==> config.mk <==
export PLATFORM = sky130hd
export DESIGN_NAME = piecewise_linear_interp
export DESIGN_NICKNAME = d
export VERILOG_FILES = /design/src/pli_pkg.sv /design/src/piecewise_linear_interp.sv /design/src/pli_ctrl.sv /design/src/pli_dp.sv
export VERILOG_INCLUDE_DIRS = /design/src /design/src/src
export SDC_FILE = /design/constraint.sdc
export NUM_CORES = 2
export LEC_CHECK = 0
export ABC_AREA = 1
export BUFFER_PORTS_ARGS = -buffer_cell sky130_fd_sc_hd__clkbuf_2
export CAP_MARGIN = 30
export CORE_MARGIN = 2
export CORE_UTILIZATION = 50
export CTS_BUF_LIST = sky130_fd_sc_hd__clkbuf_8
export DETAILED_ROUTE_END_ITERATION = 8
export HOLD_SLACK_MARGIN = 0.02
export PLACE_DENSITY_LB_ADDON = 0.12
export SYNTH_ARGS = -nofsm -noshare
export SYNTH_HDL_FRONTEND = slang
export SYNTH_SLANG_ARGS = --single-unit
==> constraint.sdc <==
create_clock -name clk -period 15.8 [get_ports clk]
set_input_delay 1.58 -clock clk [delete_from_list [all_inputs] [get_ports clk]]
set_output_delay 1.58 -clock clk [all_outputs]
set_load 0.02 [all_outputs]
==> src/piecewise_linear_interp_assert.svh <==
`ifndef PIECEWISE_LINEAR_INTERP_ASSERT_SVH
`define PIECEWISE_LINEAR_INTERP_ASSERT_SVH

// same-cycle implication, off during reset
`define PLI_ASSERT_IMPL(lbl, ante, cons, msg) \
  lbl: assert property (@(posedge clk) disable iff (!rst_n) (ante) |-> (cons)) else $error(msg);

// next-cycle implication, off during reset
`define PLI_ASSERT_NEXT(lbl, ante, cons, msg) \
  lbl: assert property (@(posedge clk) disable iff (!rst_n) (ante) |=> (cons)) else $error(msg);

`endif

==> src/pli_pkg.sv <==
`default_nettype none

package pli_pkg;

  localparam int MAX_POINTS = 16;
  localparam int DATA_WIDTH = 32;
  localparam int IDX_W      = $clog2(MAX_POINTS);
  localparam int CNT_W      = $clog2(MAX_POINTS + 1);
  localparam int BIT_W      = $clog2(DATA_WIDTH + 1);
  localparam int PC_W       = 5;
  localparam int CFG_IDX_W  = 2;

  localparam logic [CFG_IDX_W-1:0] REG_POINT_COUNT = 2'd0;
  localparam logic [CFG_IDX_W-1:0] REG_CAP_ENABLE  = 2'd1;
  localparam logic [CFG_IDX_W-1:0] REG_CAP_VALUE   = 2'd2;

  typedef enum logic [5:0] {
    ST_IDLE   = 6'b000001,
    ST_SCAN   = 6'b000010,
    ST_SETUP  = 6'b000100,
    ST_DIV    = 6'b001000,
    ST_FINISH = 6'b010000,
    ST_EMIT   = 6'b100000
  } pli_state_t;

  typedef struct packed {
    logic             wr;
    logic             capture;
    logic             rd;
    logic [IDX_W-1:0] rd_addr;
    logic             chk;
    logic             first;
    logic             div_init;
    logic             div_step;
    logic [BIT_W-1:0] bit_sel;
    logic             finish;
    logic             emit;
  } pli_cmd_t;

  typedef struct packed {
    logic hit;
  } pli_sts_t;

endpackage

`default_nettype wire

==> src/piecewise_linear_interp.sv <==
// channel  dir  transfer when        payload
// in_*     in   start && !busy       func, point_index, depth, point_value
// out_*    out  out_valid (1 cycle)  interp_value, in_range
// cfg_*    in   cfg_we               cfg_index, cfg_data
//
// a load transfer writes the table slot and busy stays low
// a query keeps busy high through scan, setup, divide, finish and emit, with no divide
// when no segment holds the depth; the result strobes in the same cycle that busy falls
// one table read per cycle during the scan, then a 33-step shift-subtract divider
// rst_n is synchronous, active low; table contents are undefined until loaded
// out_valid lasts one cycle and the receiver cannot stall it
`default_nettype none

module piecewise_linear_interp (
  input  wire logic                                  clk,
  input  wire logic                                  rst_n,
  input  wire logic                                  start,
  output logic                                       busy,
  input  wire logic                                  in_func,
  input  wire logic [pli_pkg::IDX_W-1:0]             in_point_index,
  input  wire logic signed [pli_pkg::DATA_WIDTH-1:0] in_depth,
  input  wire logic signed [pli_pkg::DATA_WIDTH-1:0] in_point_value,
  output logic                                       out_valid,
  output logic signed [pli_pkg::DATA_WIDTH-1:0]      out_interp_value,
  output logic                                       out_in_range,
  input  wire logic                                  cfg_we,
  input  wire logic [pli_pkg::CFG_IDX_W-1:0]         cfg_index,
  input  wire logic [pli_pkg::DATA_WIDTH-1:0]        cfg_data
);

  logic [pli_pkg::PC_W-1:0]              point_count_r;
  logic                                  cap_enable_r;
  logic signed [pli_pkg::DATA_WIDTH-1:0] cap_value_r;

  always_ff @(posedge clk) begin
    if (!rst_n) begin
      point_count_r <= pli_pkg::PC_W'(1);
      cap_enable_r  <= 1'b0;
      cap_value_r   <= {1'b0, {(pli_pkg::DATA_WIDTH-1){1'b1}}};
    end else if (cfg_we) begin
      unique case (cfg_index)
        pli_pkg::REG_POINT_COUNT: point_count_r <= cfg_data[pli_pkg::PC_W-1:0];
        pli_pkg::REG_CAP_ENABLE:  cap_enable_r  <= cfg_data[0];
        pli_pkg::REG_CAP_VALUE:   cap_value_r   <= cfg_data;
        default: begin
        end
      endcase
    end
  end

  pli_pkg::pli_cmd_t cmd;
  pli_pkg::pli_sts_t sts;

  pli_ctrl u_ctrl (
    .clk         (clk),
    .rst_n       (rst_n),
    .start       (start),
    .in_func     (in_func),
    .point_count (point_count_r),
    .sts         (sts),
    .cmd         (cmd),
    .busy        (busy)
  );

  pli_dp u_dp (
    .clk              (clk),
    .rst_n            (rst_n),
    .cmd              (cmd),
    .sts              (sts),
    .in_point_index   (in_point_index),
    .in_depth         (in_depth),
    .in_point_value   (in_point_value),
    .cap_enable       (cap_enable_r),
    .cap_value        (cap_value_r),
    .out_valid        (out_valid),
    .out_interp_value (out_interp_value),
    .out_in_range     (out_in_range)
  );

endmodule

`default_nettype wire

==> src/pli_ctrl.sv <==
`default_nettype none
`include "piecewise_linear_interp_assert.svh"

module pli_ctrl (
  input  wire logic                    clk,
  input  wire logic                    rst_n,
  input  wire logic                    start,
  input  wire logic                    in_func,
  input  wire logic [pli_pkg::PC_W-1:0] point_count,
  input  wire pli_pkg::pli_sts_t       sts,
  output pli_pkg::pli_cmd_t            cmd,
  output logic                         busy
);

  pli_pkg::pli_state_t              state_r, state_nxt;
  logic [pli_pkg::CNT_W-1:0]        cnt_r, cnt_nxt;
  logic [pli_pkg::BIT_W-1:0]        bit_r, bit_nxt;
  logic [pli_pkg::CNT_W-1:0]        n_pts;

  // clamp point count to 1..MAX_POINTS
  always_comb begin
    if (point_count == '0) begin
      n_pts = pli_pkg::CNT_W'(1);
    end else if (32'(point_count) > pli_pkg::MAX_POINTS) begin
      n_pts = pli_pkg::CNT_W'(pli_pkg::MAX_POINTS);
    end else begin
      n_pts = pli_pkg::CNT_W'(point_count);
    end
  end

  assign busy = (state_r != pli_pkg::ST_IDLE);

  always_comb begin
    cmd         = '0;
    cmd.rd_addr = cnt_r[pli_pkg::IDX_W-1:0];
    cmd.bit_sel = bit_r;
    state_nxt   = state_r;
    cnt_nxt     = cnt_r;
    bit_nxt     = bit_r;
    unique case (state_r)
      pli_pkg::ST_IDLE: begin
        if (start) begin
          if (in_func) begin
            cmd.capture = 1'b1;
            cnt_nxt     = '0;
            state_nxt   = pli_pkg::ST_SCAN;
          end else begin
            cmd.wr = 1'b1;
          end
        end
      end
      pli_pkg::ST_SCAN: begin
        cmd.rd    = (cnt_r < n_pts);
        cmd.chk   = (cnt_r != '0);
        cmd.first = (cnt_r == pli_pkg::CNT_W'(1));
        cnt_nxt   = cnt_r + pli_pkg::CNT_W'(1);
        if (cnt_r == n_pts) begin
          state_nxt = pli_pkg::ST_SETUP;
        end
      end
      pli_pkg::ST_SETUP: begin
        cmd.div_init = 1'b1;
        bit_nxt      = pli_pkg::BIT_W'(pli_pkg::DATA_WIDTH);
        state_nxt    = sts.hit ? pli_pkg::ST_DIV : pli_pkg::ST_FINISH;
      end
      pli_pkg::ST_DIV: begin
        cmd.div_step = 1'b1;
        if (bit_r == '0) begin
          state_nxt = pli_pkg::ST_FINISH;
        end else begin
          bit_nxt = bit_r - pli_pkg::BIT_W'(1);
        end
      end
      pli_pkg::ST_FINISH: begin
        cmd.finish = 1'b1;
        state_nxt  = pli_pkg::ST_EMIT;
      end
      pli_pkg::ST_EMIT: begin
        cmd.emit  = 1'b1;
        state_nxt = pli_pkg::ST_IDLE;
      end
      default: begin
        state_nxt = pli_pkg::ST_IDLE;
      end
    endcase
  end

  always_ff @(posedge clk) begin
    if (!rst_n) begin
      state_r <= pli_pkg::ST_IDLE;
      cnt_r   <= '0;
      bit_r   <= '0;
    end else begin
      state_r <= state_nxt;
      cnt_r   <= cnt_nxt;
      bit_r   <= bit_nxt;
    end
  end

  `PLI_ASSERT_NEXT(a_query_starts_scan, start && !busy && in_func, state_r == pli_pkg::ST_SCAN && cnt_r == '0, "query transfer did not start scan")
  `PLI_ASSERT_IMPL(a_scan_bound, state_r == pli_pkg::ST_SCAN, cnt_r <= n_pts, "scan ran past point count")
  `PLI_ASSERT_NEXT(a_emit_to_idle, state_r == pli_pkg::ST_EMIT, state_r == pli_pkg::ST_IDLE, "controller did not return to idle")

endmodule

`default_nettype wire

==> src/pli_dp.sv <==
`default_nettype none
`include "piecewise_linear_interp_assert.svh"

module pli_dp (
  input  wire logic                                 clk,
  input  wire logic                                 rst_n,
  input  wire pli_pkg::pli_cmd_t                    cmd,
  output pli_pkg::pli_sts_t                         sts,
  input  wire logic [pli_pkg::IDX_W-1:0]            in_point_index,
  input  wire logic signed [pli_pkg::DATA_WIDTH-1:0] in_depth,
  input  wire logic signed [pli_pkg::DATA_WIDTH-1:0] in_point_value,
  input  wire logic                                 cap_enable,
  input  wire logic signed [pli_pkg::DATA_WIDTH-1:0] cap_value,
  output logic                                      out_valid,
  output logic signed [pli_pkg::DATA_WIDTH-1:0]     out_interp_value,
  output logic                                      out_in_range
);

  localparam int W = pli_pkg::DATA_WIDTH;

  // breakpoint tables
  logic signed [W-1:0] dmem [pli_pkg::MAX_POINTS];
  logic signed [W-1:0] vmem [pli_pkg::MAX_POINTS];
  logic signed [W-1:0] rd_z_r, rd_v_r;
  logic                slot_ok;

  assign slot_ok = (pli_pkg::CNT_W'(in_point_index) < pli_pkg::CNT_W'(pli_pkg::MAX_POINTS));

  always_ff @(posedge clk) begin
    if (cmd.wr && slot_ok) begin
      dmem[in_point_index] <= in_depth;
      vmem[in_point_index] <= in_point_value;
    end
    if (cmd.rd) begin
      rd_z_r <= dmem[cmd.rd_addr];
      rd_v_r <= vmem[cmd.rd_addr];
    end
  end

  // segment search
  logic signed [W-1:0] qz_r, prev_z_r, prev_v_r, dflt_r;
  logic signed [W-1:0] seg_z0_r, seg_z1_r, seg_v0_r, seg_v1_r;
  logic                hit_r;
  logic                seg_match;

  assign seg_match = (rd_z_r > prev_z_r) && (qz_r >= prev_z_r) && (qz_r <= rd_z_r);
  assign sts.hit   = hit_r;

  always_ff @(posedge clk) begin
    if (!rst_n) begin
      hit_r <= 1'b0;
    end else if (cmd.capture) begin
      hit_r <= 1'b0;
    end else if (cmd.chk && !cmd.first && seg_match) begin
      hit_r <= 1'b1;
    end
  end

  always_ff @(posedge clk) begin
    if (cmd.capture) begin
      qz_r <= in_depth;
    end
    if (cmd.chk) begin
      prev_z_r <= rd_z_r;
      prev_v_r <= rd_v_r;
      if (cmd.first) begin
        dflt_r <= rd_v_r;
      end else if (seg_match) begin
        seg_z0_r <= prev_z_r;
        seg_z1_r <= rd_z_r;
        seg_v0_r <= prev_v_r;
        seg_v1_r <= rd_v_r;
      end
    end
  end

  // operand setup
  logic [W:0]   w_full, dz_full, dv_up, dv_dn;
  logic         neg;
  logic [W-1:0] w_r, dz_r, r_r;
  logic [W:0]   mag_r, q_r;
  logic         neg_r;

  assign w_full  = {seg_z1_r[W-1], seg_z1_r} - {seg_z0_r[W-1], seg_z0_r};
  assign dz_full = {qz_r[W-1], qz_r} - {seg_z0_r[W-1], seg_z0_r};
  assign dv_up   = {seg_v1_r[W-1], seg_v1_r} - {seg_v0_r[W-1], seg_v0_r};
  assign dv_dn   = {seg_v0_r[W-1], seg_v0_r} - {seg_v1_r[W-1], seg_v1_r};
  assign neg     = (seg_v1_r < seg_v0_r);

  // scaled quotient, one bit of the magnitude per step
  logic [W+1:0] r2;
  logic [W+2:0] t1, t2;
  logic [1:0]   qd;
  logic [W-1:0] r_step;

  assign r2 = {1'b0, r_r, 1'b0} + (mag_r[cmd.bit_sel] ? {2'b00, dz_r} : {(W+2){1'b0}});
  assign t1 = {1'b0, r2} - {3'b000, w_r};
  assign t2 = {1'b0, r2} - {2'b00, w_r, 1'b0};

  always_comb begin
    if (!t2[W+2]) begin
      qd     = 2'd2;
      r_step = t2[W-1:0];
    end else if (!t1[W+2]) begin
      qd     = 2'd1;
      r_step = t1[W-1:0];
    end else begin
      qd     = 2'd0;
      r_step = r2[W-1:0];
    end
  end

  always_ff @(posedge clk) begin
    if (cmd.div_init) begin
      w_r   <= w_full[W-1:0];
      dz_r  <= dz_full[W-1:0];
      mag_r <= neg ? dv_dn : dv_up;
      neg_r <= neg;
      r_r   <= '0;
      q_r   <= '0;
    end else if (cmd.div_step) begin
      r_r <= r_step;
      q_r <= {q_r[W-1:0], 1'b0} + (W+1)'(qd);
    end
  end

  // result and cap
  logic [W+1:0]        v0x, qx, sum;
  logic signed [W-1:0] res_r, out_value_r;
  logic                out_range_r, out_valid_r;
  logic                over;

  assign v0x  = {{2{seg_v0_r[W-1]}}, seg_v0_r};
  assign qx   = {1'b0, q_r};
  assign sum  = neg_r ? (v0x - qx) : (v0x + qx);
  assign over = cap_enable && (res_r > cap_value);

  always_ff @(posedge clk) begin
    if (cmd.finish) begin
      res_r <= hit_r ? sum[W-1:0] : dflt_r;
    end
    if (cmd.emit) begin
      out_value_r <= over ? cap_value : res_r;
      out_range_r <= hit_r;
    end
  end

  always_ff @(posedge clk) begin
    if (!rst_n) begin
      out_valid_r <= 1'b0;
    end else begin
      out_valid_r <= cmd.emit;
    end
  end

  assign out_valid        = out_valid_r;
  assign out_interp_value = out_value_r;
  assign out_in_range     = out_range_r;

  `PLI_ASSERT_NEXT(a_rem_below_div, cmd.div_step, r_r < w_r, "remainder not below segment width")
  `PLI_ASSERT_NEXT(a_single_strobe, out_valid_r, !out_valid_r, "result strobe longer than one cycle")

endmodule

`default_nettype wire
======== Word level (Yosys, flattened, before mapping) ========
Memory sizes are Yosys's and may differ from the RTL's. A register that Yosys moved wholly into a read port is not among the register bits.
Cells that the tools add are included.
storage, ports and cells
  memory bits (writable) .................. 1024
  memories kept ........................... 2
  bits in registers ....................... 540
memories
  memory     depth  width  rd ports  clocked after Yosys merged registers in  wr ports  RTL line      text
  u_dp.dmem  16     32     1         1                                        1         pli_dp.sv:22  logic signed [W-1:0] dmem [pli_pkg::MAX_POINTS];
  u_dp.vmem  16     32     1         1                                        1         pli_dp.sv:23  logic signed [W-1:0] vmem [pli_pkg::MAX_POINTS];
cells by class
  reductions and logical operators ........ 21
  equality and inequality tests ........... 16
  bitwise logic cells ..................... 2
  mux-type cells .......................... 36
  add/sub/neg operators ................... 12
  order comparisons ....................... 8
operators by type and width
  kind                                                 number
  2-to-1 mux 32 bit                                    6
  subtractor 32 bit                                    3
  subtractor 32 x 32 -> 33 bit                         2
  greater-than comparator 32 bit                       2
  subtractor 34 x 32 -> 35 bit                         1
  subtractor 34 x 33 -> 35 bit                         1
  adder 33 x 34 -> 34 bit                              1
  2-to-1 mux 33 bit                                    1
  adder 32 x 2 -> 32 bit                               1
  adder 32 bit                                         1
  greater-or-equal comparator 32 bit                   1
  less-or-equal comparator 32 bit                      1
  < comparator 32 bit                                  1
  2-to-1 mux 6 bit                                     5
  one-hot mux 6 bit (5 select lines)                   1
  2-to-1 mux 5 bit                                     5
  one-hot mux 6 bit (2 select lines)                   1
  2-to-1 mux 1 bit                                     11
  one-hot mux 5 bit (2 select lines)                   1
  AND reduction 2 bit                                  5
  2-to-1 mux 2 bit                                     4
  < comparator 6 x 7 -> 1 bit, second input constant   1
  binary-select mux 1 bit (select 6 bit)               1
  equality test 6 x 1 -> 1 bit, second input constant  1
  27 further kinds                                     37

======== Depth between registers and ports, before layout ========
  word-level depth ........................ 8
  depth in mapped cells ................... 59

======== Modules after synthesis ========
From an unflattened synthesis, not the netlist that was laid out.
unflattened totals
  cell total of the unflattened synthesis .. 7859
  area total of the unflattened synthesis .. 82240.1 µm²
modules (own cells, without submodules)
  module                   area each (µm²)  cells an instance  instances
  pli_dp                   79536.3          7495               1
  piecewise_linear_interp  1493.9           189                1
  pli_ctrl                 1209.9           175                1

======== Least setup slack after synthesis ========
Ideal clock, no wire load.
  kind .................................... flip-flop to flip-flop
  start point ............................. register u_ctrl.cnt_r[0] (netlist bit)
  end point ............................... register u_dp.seg_v0_r[0] (enable)
  cell stages (with the launch flop) ...... 15
  path buffers ............................ 5
  arrival ................................. 8.140 ns
  setup slack ............................. 7.178 ns
  required time ........................... 15.319 ns
  setup time .............................. 0.481 ns
  cell sequence ........................... dfxtp_1 -> buf_2 -> buf_2 -> inv_1 -> buf_2 -> buf_2 -> buf_1 -> ha_1 -> a31oi_1 -> nand2_1 -> a31oi_1 -> nand2_1 -> nor2_1 -> nand3_1 -> inv_1
RTL lines
  item                    RTL line        text
  from (decl)             pli_ctrl.sv:16  logic [pli_pkg::CNT_W-1:0] cnt_r, cnt_nxt;
  from (signal assigned)  pli_ctrl.sv:95  cnt_r <= cnt_nxt;
  to (signal assigned)    pli_dp.sv:71    seg_v0_r <= prev_v_r;
  to (decl)               pli_dp.sv:42    logic signed [W-1:0] seg_z0_r, seg_z1_r, seg_v0_r, seg_v1_r;

======== Worst setup path in the final report ========
  start point ............................. register u_ctrl.bit_r[0] (netlist bit)
  end point ............................... register u_dp.q_r[26]
on the way
  longest elaborated chain between the ends .. 8
  elaborated cells between the ends (all ways) .. 9
  those cells by class .................... add/sub (4); mux (5)
ends and longest elaborated chain
  item                                      RTL line        text
  from (decl)                               pli_ctrl.sv:17  logic [pli_pkg::BIT_W-1:0] bit_r, bit_nxt;
  from (signal assigned)                    pli_ctrl.sv:96  bit_r <= bit_nxt;
  binary-select mux 1 bit (select 6 bit) *  pli_dp.sv:96    assign r2 = {1'b0, r_r, 1'b0} + (mag_r[cmd.bit_sel] ? {2'b00, dz_r} : {(W+2){1'b0}});
  2-to-1 mux 1 bit (not written as such) *  pli_dp.sv:96
  2-to-1 mux 32 bit *                       pli_dp.sv:96
  adder 33 x 34 -> 34 bit *                 pli_dp.sv:96
  subtractor 34 x 32 -> 35 bit              pli_dp.sv:97    assign t1 = {1'b0, r2} - {3'b000, w_r};
  2-to-1 mux 1 bit                          pli_dp.sv:104   end else if (!t1[W+2]) begin
  2-to-1 mux 2 bit *                        pli_dp.sv:101   if (!t2[W+2]) begin
  adder 32 x 2 -> 32 bit *                  pli_dp.sv:123   q_r <= {q_r[W-1:0], 1'b0} + (W+1)'(qd);
  to (signal assigned)                      pli_dp.sv:123
  to (decl)                                 pli_dp.sv:81    logic [W:0] mag_r, q_r;
Every way passes the cells marked *; elsewhere a longest branch is shown, timed or not. The select of a mux whose other input is x is not followed.
A chain may end at the register's enable or synchronous reset.

==> impl_metrics.yaml <==
status:
  status: "finished, final reports clean"
floorplan:
  start_util_pct: 50.4
  die_w_um: 404
  coreArea_um2: 159000
  row_count: 146
  dieArea_um2: 163000
  ios: 142
  die_y_um: 404
critical_path:
  crit_top_cell: "nand2_1"
  worstPathArrival_ns: 8.79
  path_buf_inv: 8
  cp_slowest_cell: "dfxtp_1"
  max_stage_delay_ns: 0.65
  crit_family: "simple AND/OR/NAND/NOR gates"
  start_kind: "flip-flop"
  cp-end-kind: "flip-flop"
  r2r_start: "u_ctrl.bit_r[0]"
  crit_fanout: 36
  crit_type: "flip-flop to flip-flop"
  cp-startpoint: "u_ctrl.bit_r[0]"
  critPathRequiredTime_ns: 16.67
global_route:
  grt_pass1_wl_um: 348000
  grt_pass1_vias: 56509
  grt_use_total_pct: 28.2
  grt_remaining_overflow: 0
  antenna_found_initial: 21
  grt_start_max_net_pins: 164
cts:
  cts_hold_buf: 0
  path_clk_slew_ns: 0.06
  cts_buffer_depth: 4
  cts_setup_buffers: 0
  ctsResizeCount: 0
  clkSinkCount: 1628
  cts_made_buffers: 291
  clk_latency_ns: 1.00
  cts-root-buf: "clkbuf_8"
  htreeDepth: 5
  cts_tree: "yes"
logic_synthesis:
  synth_seq_area_share_pct: 59.6
  synth_area_um2: 80100
  synth_cell_types: 61
  synth-warning-count: 0
  synth.avg_cell_area_um2: 10.2
  synthArstFlopShare_pct: 0
  synth_edf_count: 1507
  synth_flop_cell: "edfxtp_1"
  synth_nets: 8368
  ys_seq_elements: 1628
  syn_inst: 7860
sta:
  fin_worst_skew_ns: 0.0818
  hold_slack_ns: 0.389
  slew_violations: 0
  fin_crit_ns: 7.93
  finalCritPeriodShare_pct: 50.2
  timing.slew.headroom_pct: 32.3
  fin_setup_tns_ns: 0
  hold_violations: 0
  rsz0062_at_grt: "no"
  tightestPinTransition_ns: 1.01
  finalSetupViolCount: 0
  fmax_ghz: 0.126
finish:
  layout_common_cells: "1,507 x edfxtp_1, 1,389 x nand2_1, 897 x nor2_1, 816 x inv_1, 766 x o21ai_0"
  layout_commonest_cell: "edfxtp_1"
  area_delta_synth_final_pct: 10.0
  register_area_um2: 47700
  multi_input_area_um2: 28500
  fill_cells: 14069
  layout.nets: 8580
  layout-drive-gt1-share_pct: 8.22
  final_cells: 10335
  postLayoutCoreUtil_pct: 55.5
placement:
  port_buffers: 141
  gp_congestion: 0.973
  hpwlAfterDp_um: 153000
  dp_cells: 9849
drt:
  drc: 0
  drt_iter0_drc: 5413
  wire_per_inst_um: 22.6
  drt-total-wl_um: 234000
  vias_per_cell: 5.72
  ant_nets: 0
  drt_first_pass_iters: 6
  routed-via-count: 59110
hold_path:
  hp-start: "u_dp.prev_v_r[23]"
  hold_path.class: "flip-flop to flip-flop"
pwr:
  leakage_nw: 35.1
  pwr_density_cell_nw_per_um2: 105
  p_total_w: 0.00928
  ir_drop_mv: 0.0826
job:
  maxCapViolations: 0
-- sequential cells by signal (all words and copies together), names as in the netlist, 5 cells and up --
| signal | cells |
|---|---|
| u_dp.seg_v1_r | 32 |
| u_dp.r_r | 32 |
| u_dp.q_r | 32 |
| u_dp.res_r | 32 |
| u_dp.mag_r | 33 |
| u_dp.dmem | 512 |
| u_dp.seg_z0_r | 32 |
| u_ctrl.bit_r | 6 |
| u_dp.qz_r | 32 |
| u_dp.dz_r | 32 |
| u_ctrl.cnt_r | 5 |
| u_ctrl.state_r | 6 |
| u_dp.w_r | 32 |
| u_dp.rd_z_r | 32 |
| u_dp.out_interp_value | 32 |
| u_dp.seg_v0_r | 32 |
| u_dp.rd_v_r | 32 |
| u_dp.seg_z1_r | 32 |
| cap_value_r | 32 |
| point_count_r | 5 |
| u_dp.vmem | 512 |
| u_dp.prev_v_r | 32 |
| u_dp.prev_z_r | 32 |
| u_dp.dflt_r | 32 |
-- metal layers --
layer / share of wire [%] / vias up / GRT usage (%)
met4: 2.5 / 22 / 8.32
met1: 45 / 28576 / 40.6
met5: 0.066 / - / 0
li1: - / 27967 / -
met2: 46 / 2160 / 44.0
met3: 6.8 / 385 / 4.53
-- cell usage after synthesis (38+ instances only) --
| master | number | area share, % |
|---|---|---|
| edfxtp_1 | 1507 | 57 |
| nor2_1 | 918 | 4.3 |
| inv_1 | 731 | 3.4 |
| ha_1 | 393 | 6.1 |
| nor3_1 | 66 | 0.41 |
| o21ai_0 | 766 | 4.8 |
| dfxtp_1 | 121 | 3.0 |
| o211ai_1 | 67 | 0.63 |
| clkbuf_1 | 221 | 1.0 |
| xor2_1 | 158 | 1.7 |
| o22ai_1 | 261 | 2.0 |
| xnor2_1 | 54 | 0.59 |
| nand2_1 | 1389 | 6.5 |
| a21oi_1 | 424 | 2.7 |
| o21bai_1 | 43 | 0.40 |
| nand4_1 | 138 | 1.1 |
| a21o_1 | 38 | 0.36 |
| nand3_1 | 199 | 1.2 |
-- worst register-to-register path: cells and delay by family (launching register included) --
kind / cells / cell delay, ns
AND/OR/NAND/NOR: 30 / 3.68
adder cells (fa/ha/maj): 4 / 1.34
buffers and inverters: 8 / 1.20
AO/OA/AOI/OAI: 5 / 0.83
flip-flops: 1 / 0.65
XOR/XNOR: 1 / 0.15
-- cell families after synthesis --
family | share of synthesized area, %
simple gates | 14.5
compound gates | 12.1
flops | 59.6
buf+inv | 5.11
fa+ha+maj | 6.34
xor+xnor | 2.32
mux | 0.0125
-- stage by stage --
step | instance area (um^2) | setup WS (ns)
4_1_cts | 88000 | 7.95
2_1_floorplan | 80100 | 7.18
3_5_place_dp | 82900 | 7.96
5_1_grt | 88100 | 6.95
3_3_place_gp | 82900 | 8.10
6_report | 88100 | 7.87
-- power breakdown --
group,switching [W],internal [W]
sequential,0.0000678,0.00477
combinational,0.000608,0.000261
clock,0.00168,0.00189
total,0.00235,0.00693
-- cell type report --
| cell class | count | share of cell area [%] |
|---|---|---|
| flip-flops and latches | 1628 | 54.1 |
| diodes | 4 | 0.0114 |
| clock inverters | 179 | 1.08 |
| well taps | 2072 | 2.94 |
| clock buffers | 301 | 4.70 |
| repair buffers | 220 | 1.54 |
| multi-input cells | 5177 | 32.3 |
| inverters | 754 | 3.23 |
-- final timing paths --
kind | to | slack [ns] | cells after the start
max | u_dp.q_r[26] | 7.87 | 48
min | u_dp.seg_v0_r[23] | 0.39 | 0
max reg2reg | u_dp.q_r[26] | 7.87 | 48
min reg2reg | u_dp.seg_v0_r[23] | 0.39 | 0
Power figures use the tool's default switching activity.
